[config.mk]
export PLATFORM = sky130hd
export DESIGN_NAME = e2r_queue
export DESIGN_NICKNAME = d
export VERILOG_FILES = /design/src/rtl/e2r_pkg.sv /design/src/rtl/e2r_queue.sv
export SDC_FILE = /design/constraint.sdc
export NUM_CORES = 1
export LEC_CHECK = 0
export ABC_AREA = 0
export BUFFER_PORTS_ARGS = -buffer_cell sky130_fd_sc_hd__buf_2
export CAP_MARGIN = 15
export CORE_MARGIN = 3
export CORE_UTILIZATION = 25
export DETAILED_ROUTE_END_ITERATION = 8
export SLEW_MARGIN = 20
export SYNTH_ARGS = -nofsm -noshare
export SYNTH_HDL_FRONTEND = slang
export SYNTH_SLANG_ARGS = --single-unit
[constraint.sdc]
create_clock -name clk -period 11.17 [get_ports clk]
set_input_delay 1.117 -clock clk [delete_from_list [all_inputs] [get_ports clk]]
set_output_delay 1.117 -clock clk [all_outputs]
set_load 0.02 [all_outputs]
[src/rtl/e2r_pkg.sv]
// shared types, constants and fixed-point helpers for the euler to rotation basis block
`timescale 1ns / 1ps

package e2r_pkg;

    // field widths
    localparam int ANGLE_BITS  = 16;
    localparam int FRAC_BITS   = 14;
    localparam int OUT_BITS    = FRAC_BITS + 2;
    localparam int PHASE_SHIFT = 32 - ANGLE_BITS;
    localparam int OUT_SHIFT   = 30 - FRAC_BITS;

    // pipeline geometry
    localparam int N_SLOTS      = 5;
    localparam int FRONT_STAGES = 3 * N_SLOTS + 3;
    localparam int BACK_STAGES  = 4;
    localparam int QDEPTH       = 4;
    localparam int QPTR_W       = $clog2(QDEPTH);
    localparam int QCNT_W       = $clog2(QDEPTH + 1);

    typedef logic [30:0]                 mag_t;
    typedef logic signed [31:0]          q30_t;
    typedef logic signed [32:0]          sum_t;
    typedef logic [6:0]                  divisor_t;
    typedef logic [31:0]                 recip_t;
    typedef logic signed [OUT_BITS-1:0]  out_word_t;

    localparam mag_t Q_ONE       = 31'h4000_0000;
    localparam mag_t HALF_PI_Q30 = 31'd1686629713;

    // reciprocals for the constant divisions, floor(2^32 / d)
    localparam longint TWO32 = 64'sd4294967296;
    localparam recip_t RECIP_72 = recip_t'(TWO32 / 72);
    localparam recip_t RECIP_42 = recip_t'(TWO32 / 42);
    localparam recip_t RECIP_20 = recip_t'(TWO32 / 20);
    localparam recip_t RECIP_6  = recip_t'(TWO32 / 6);
    localparam recip_t RECIP_90 = recip_t'(TWO32 / 90);
    localparam recip_t RECIP_56 = recip_t'(TWO32 / 56);
    localparam recip_t RECIP_30 = recip_t'(TWO32 / 30);
    localparam recip_t RECIP_12 = recip_t'(TWO32 / 12);
    localparam recip_t RECIP_2  = recip_t'(TWO32 / 2);

    typedef struct packed {
        logic [ANGLE_BITS-1:0] yaw_angle;
        logic [ANGLE_BITS-1:0] pitch_angle;
        logic [ANGLE_BITS-1:0] roll_angle;
    } e2r_in_t;

    typedef struct packed {
        out_word_t fwd_x;
        out_word_t fwd_y;
        out_word_t fwd_z;
        out_word_t left_x;
        out_word_t left_y;
        out_word_t left_z;
        out_word_t up_x;
        out_word_t up_y;
        out_word_t up_z;
    } e2r_out_t;

    typedef struct packed {
        q30_t sy;
        q30_t cy;
        q30_t sp;
        q30_t cp;
        q30_t sr;
        q30_t cr;
    } e2r_trig_t;

    // series divisors per slot
    function automatic divisor_t sin_divisor(input int i);
        case (i)
            0:       sin_divisor = 7'd72;
            1:       sin_divisor = 7'd42;
            2:       sin_divisor = 7'd20;
            3:       sin_divisor = 7'd6;
            default: sin_divisor = 7'd1;
        endcase
    endfunction

    function automatic recip_t sin_recip(input int i);
        case (i)
            0:       sin_recip = RECIP_72;
            1:       sin_recip = RECIP_42;
            2:       sin_recip = RECIP_20;
            3:       sin_recip = RECIP_6;
            default: sin_recip = '0;
        endcase
    endfunction

    function automatic divisor_t cos_divisor(input int i);
        case (i)
            0:       cos_divisor = 7'd90;
            1:       cos_divisor = 7'd56;
            2:       cos_divisor = 7'd30;
            3:       cos_divisor = 7'd12;
            default: cos_divisor = 7'd2;
        endcase
    endfunction

    function automatic recip_t cos_recip(input int i);
        case (i)
            0:       cos_recip = RECIP_90;
            1:       cos_recip = RECIP_56;
            2:       cos_recip = RECIP_30;
            3:       cos_recip = RECIP_12;
            default: cos_recip = RECIP_2;
        endcase
    endfunction

    // unsigned q30 product, round half up
    function automatic mag_t umul_q(input mag_t a, input mag_t b);
        logic [61:0] p;
        p = {31'd0, a} * {31'd0, b} + (62'd1 << 29);
        umul_q = p[60:30];
    endfunction

    // signed q30 product, magnitude rounded half up
    function automatic q30_t smul_q(input q30_t a, input q30_t b);
        logic neg;
        q30_t na;
        q30_t nb;
        mag_t ma;
        mag_t mb;
        mag_t m;
        neg = a[31] ^ b[31];
        na  = -a;
        nb  = -b;
        ma  = a[31] ? na[30:0] : a[30:0];
        mb  = b[31] ? nb[30:0] : b[30:0];
        m   = umul_q(ma, mb);
        smul_q = neg ? -q30_t'({1'b0, m}) : q30_t'({1'b0, m});
    endfunction

    // quotient estimate by reciprocal, low by at most one
    function automatic mag_t div_est(input mag_t y, input recip_t m);
        logic [62:0] p;
        p = {32'd0, y} * {31'd0, m};
        div_est = p[62:32];
    endfunction

    // one correction step of the estimate
    function automatic mag_t div_fix(input mag_t y, input mag_t q0, input divisor_t d);
        logic [37:0] qd;
        mag_t r;
        qd = {7'd0, q0} * {31'd0, d};
        r  = y - qd[30:0];
        div_fix = (r >= {24'd0, d}) ? q0 + 31'd1 : q0;
    endfunction

    // q30 to output format, round half away from zero, saturate
    function automatic out_word_t to_out(input sum_t v);
        logic neg;
        sum_t nv;
        logic [32:0] m;
        logic [33:0] mr;
        neg = v[32];
        nv  = -v;
        m   = neg ? nv : v;
        if (OUT_SHIFT > 0)
            mr = ({1'b0, m} + (34'd1 << (OUT_SHIFT - 1))) >> OUT_SHIFT;
        else
            mr = {1'b0, m};
        if (mr > (34'd1 << FRAC_BITS))
            mr = 34'd1 << FRAC_BITS;
        to_out = neg ? -out_word_t'(mr) : out_word_t'(mr);
    endfunction

endpackage

[src/rtl/e2r_queue.sv]
// short item queue between the front and back parts
`timescale 1ns / 1ps

module e2r_queue (
    input  logic                clk,
    input  logic                rst_n,
    input  logic                push_valid,
    output logic                push_ready,
    input  e2r_pkg::e2r_trig_t  push_data,
    output logic                pop_valid,
    input  logic                pop_ready,
    output e2r_pkg::e2r_trig_t  pop_data
);
    import e2r_pkg::*;

    e2r_trig_t         mem_reg [QDEPTH];
    logic [QPTR_W-1:0] wr_ptr_reg;
    logic [QPTR_W-1:0] rd_ptr_reg;
    logic [QCNT_W-1:0] count_reg;
    logic [QCNT_W-1:0] count_next;
    logic              push;
    logic              pop;

    assign push_ready = (count_reg != QCNT_W'(QDEPTH));
    assign pop_valid  = (count_reg != '0);
    assign push       = push_valid && push_ready;
    assign pop        = pop_valid && pop_ready;
    assign pop_data   = mem_reg[rd_ptr_reg];

    // storage
    always_ff @(posedge clk)
    begin
        if (push)
            mem_reg[wr_ptr_reg] <= push_data;
    end

    // occupancy
    always_comb
    begin
        count_next = count_reg;
        if (push && !pop)
            count_next = count_reg + 1'b1;
        else if (pop && !push)
            count_next = count_reg - 1'b1;
    end

    always_ff @(posedge clk or negedge rst_n)
    begin
        if (!rst_n)
        begin
            wr_ptr_reg <= '0;
            rd_ptr_reg <= '0;
            count_reg  <= '0;
        end
        else
        begin
            if (push)
                wr_ptr_reg <= wr_ptr_reg + 1'b1;
            if (pop)
                rd_ptr_reg <= rd_ptr_reg + 1'b1;
            count_reg <= count_next;
        end
    end

    // occupancy checks
    a_count_bound: assert property (@(posedge clk) disable iff (!rst_n)
        count_reg <= QCNT_W'(QDEPTH))
        else $error("queue count past depth");

    a_count_up: assert property (@(posedge clk) disable iff (!rst_n)
        (push && !pop) |=> count_reg == $past(count_reg) + 1'b1)
        else $error("queue count did not rise on push");

    a_count_down: assert property (@(posedge clk) disable iff (!rst_n)
        (pop && !push) |=> count_reg == $past(count_reg) - 1'b1)
        else $error("queue count did not fall on pop");

endmodule

==> qor.yml <==
layout:
  drive_gt1_frac: 0.4650
  fillers: 10700
  nets: 1690
  fin_area_sq_mm: 0.03431
  largest_reg_flops: 768
  areaGrowthSynthToFinish_pct: 21.99
  final_common_cell: "edfxtp_1"
  finish.utilization: 0.3088
  mostFrequentLayoutCells: "edfxtp_1, buf_2, mux4_2"
synth:
  yosys.area_share.adder: 0.002936
  yosys.area_share.simple: 0.001824
  synth_compound_area_frac: 0.0004004
  synth_area_per_cell_sq_um: 27.09
  netlist.area_leader.share: 0.8200
  synth.cell_area_sq_mm: 0.02812
  yosysUniqueCellTypes: 20
  synth_top_family_by_area: "multiplexers"
  ys_warn_count: 0
  synth.yosys.seq_area_share: 0.8262
  synth_top_cell_by_area: "edfxtp_1"
  yosys.area_share.xor_xnor: 0.001868
  syn_inst: 1038
  ys_top_cells_by_area: "edfxtp_1, mux4_2, buf_6"
  synthMuxAreaShare: 0.1546
  synth_nets: 1240
  synth-seq-cells: 775
drt:
  finalWirelength_microns: 59230
  drt.antenna.violating_nets: 0
  first_iter_violations: 657
  drc: 0
  wire_per_inst_microns: 19.42
  viasPerCell: 4.117
  vias: 12560
  drt_first_pass_iters: 5
place:
  port_buffers: 389
  place.gp.congestion: 0.7267
  dpl_cell_area_sq_mm: 0.03177
  dp_hpwl_microns: 37220
outcome:
  status: "finished, final reports clean"
power_and_ir_drop:
  vdd_drop_max_mv: 0.1928
  leakagePower_nw: 11.27
  power_density_mw_per_mm2: 275.0
setup_path:
  reg2reg_from: "count_reg[0]"
  worstPathArrival_ns: 3.80
  worstSetupStartpoint: "rd_ptr_reg[0]"
  critPathKind: "flip-flop to primary output"
  reg2reg_depth: 5
  critPathLaunchType: "flip-flop"
  worstPathRequired_ns: 10.05
  cp_max_fo: 40
  crit_path_end_kind: "primary output"
cts:
  ctsResizeCount: 0
  cts_max_level: 3
  clk_pin_slew_worst_paths_ns: 0.06
  cts_buffers: 84
  cts_tree: "done"
  clockBufferDepth: 3
  cts_hold_buf: 0
  cts_sinks: 775
  cts_root_buffer: "clkbuf_16"
  clk_latency_ns: 0.64
  cts_setup_buffers: 0
grt:
  overflow: 0
  grtUsageTotal: 0.1001
  grt_pass1_vias: 13620
  grt_max_degree: 95
  grt_first_pass_wirelength_microns: 88270
  grt_antenna_before_repair: 28
die:
  rows: 122
  die_area_sq_mm: 0.1166
  num_io_pins: 390
  start_util: 0.2531
  core_area_sq_mm: 0.1111
  die_w_microns: 341.4
  die_y_microns: 341.4
sta:
  max-slew-margin-rel: 0.3223
  timing_worst_slew_pin_value_ns: 1.017
  hold_slack_ns: 0.3149
  fmax_mhz: 203.5
  fin_crit_ns: 4.914
  period_share: 0.4399
  tns_ns: 0
  fin_worst_skew_ns: 0.01757
  final_max_slew_viol_count: 0
  hold_viol: 0
  rsz0062_at_grt: "no"
  finalSetupViolCount: 0
job:
  cap_viol_max_count: 0
hold_path:
  min_path_type: "input pin to asynchronous set/reset pin"
[area by class of cell]
cell class	count	area, sq um	share of cell area
diodes	18	45.04	0.001313
clock buffers	100	2183	0.06363
clock inverters	42	315.3	0.009190
inverters	3	11.26	0.0003282
multi-input cells	217	4554	0.1327
flip-flops and latches	775	23240	0.6775
well taps	1488	1862	0.05426
repair buffers	407	2095	0.06105
[cells by family after synthesis]
| family | after synthesis |
|---|---|
| compound gates | 1 |
| mux | 194 |
| simple gates | 10 |
| fa+ha+maj | 6 |
| xor+xnor | 6 |
| buf+inv | 46 |
| flops | 775 |
[synth_stat cells]
cell and n:
a21boi_2 1, and2_1 4, buf_1 1, buf_2 19, buf_4 1, buf_6 19, clkbuf_1 3, dfrtp_1 7
edfxtp_1 768, fa_1 1, ha_1 5, inv_1 3, mux2_2 2, mux4_2 192, nand2_1 2, nand3_1 1
nor2_1 2, or3_1 1, xnor2_1 4, xor2_1 2
[stage by stage]
step | worst slack, ns | std cells | total power, mW
final | 6.256 | 3050 | 9.435
after global routing | 5.842 | 3039 | 9.904
after CTS | 5.984 | 3032 | 9.644
after detailed placement | 6.712 | 2890 | 7.088
after global placement | 6.752 | 2890 | 7.040
after floorplan | 4.794 | 1038 | 6.182
[where the power goes]
part | switching (mW) | internal [mW]
registers | 0.167 | 3.85
clock network | 1.09 | 1.42
logic | 1.79 | 1.12
total | 3.04 | 6.39
[path summary, 6_finish.rpt]
| path | endpoint | slack, ns |
|---|---|---|
| worst min register to register | count_reg[2] | 0.54 |
| worst min-delay path | rd_ptr_reg[1] | 0.31 |
| min in group clk | count_reg[2] | 0.54 |
| worst max-delay path | pop_data[19] | 6.26 |
| max in group asynchronous | rd_ptr_reg[0] | 10.68 |
| worst max register to register | mem_reg[3][84] | 7.61 |
[layer usage]
| metal | up-vias | wire length [microns] | global-route usage |
|---|---|---|---|
| met5 | - | 115 | 0 |
| met4 | 16 | 1614 | 0.03754 |
| met3 | 118 | 5657 | 0.04358 |
| met2 | 391 | 29020 | 0.1626 |
| met1 | 6586 | 22820 | 0.1173 |
| li1 | 5447 | - | - |
[critical path: stages (launching register included)]
cell and delay, ns:
dfrtp_4 0.82, buf_4 0.76, buf_4 0.69, mux4_2 0.60, buf_2 0.18
(Power assumes the default switching activity.)
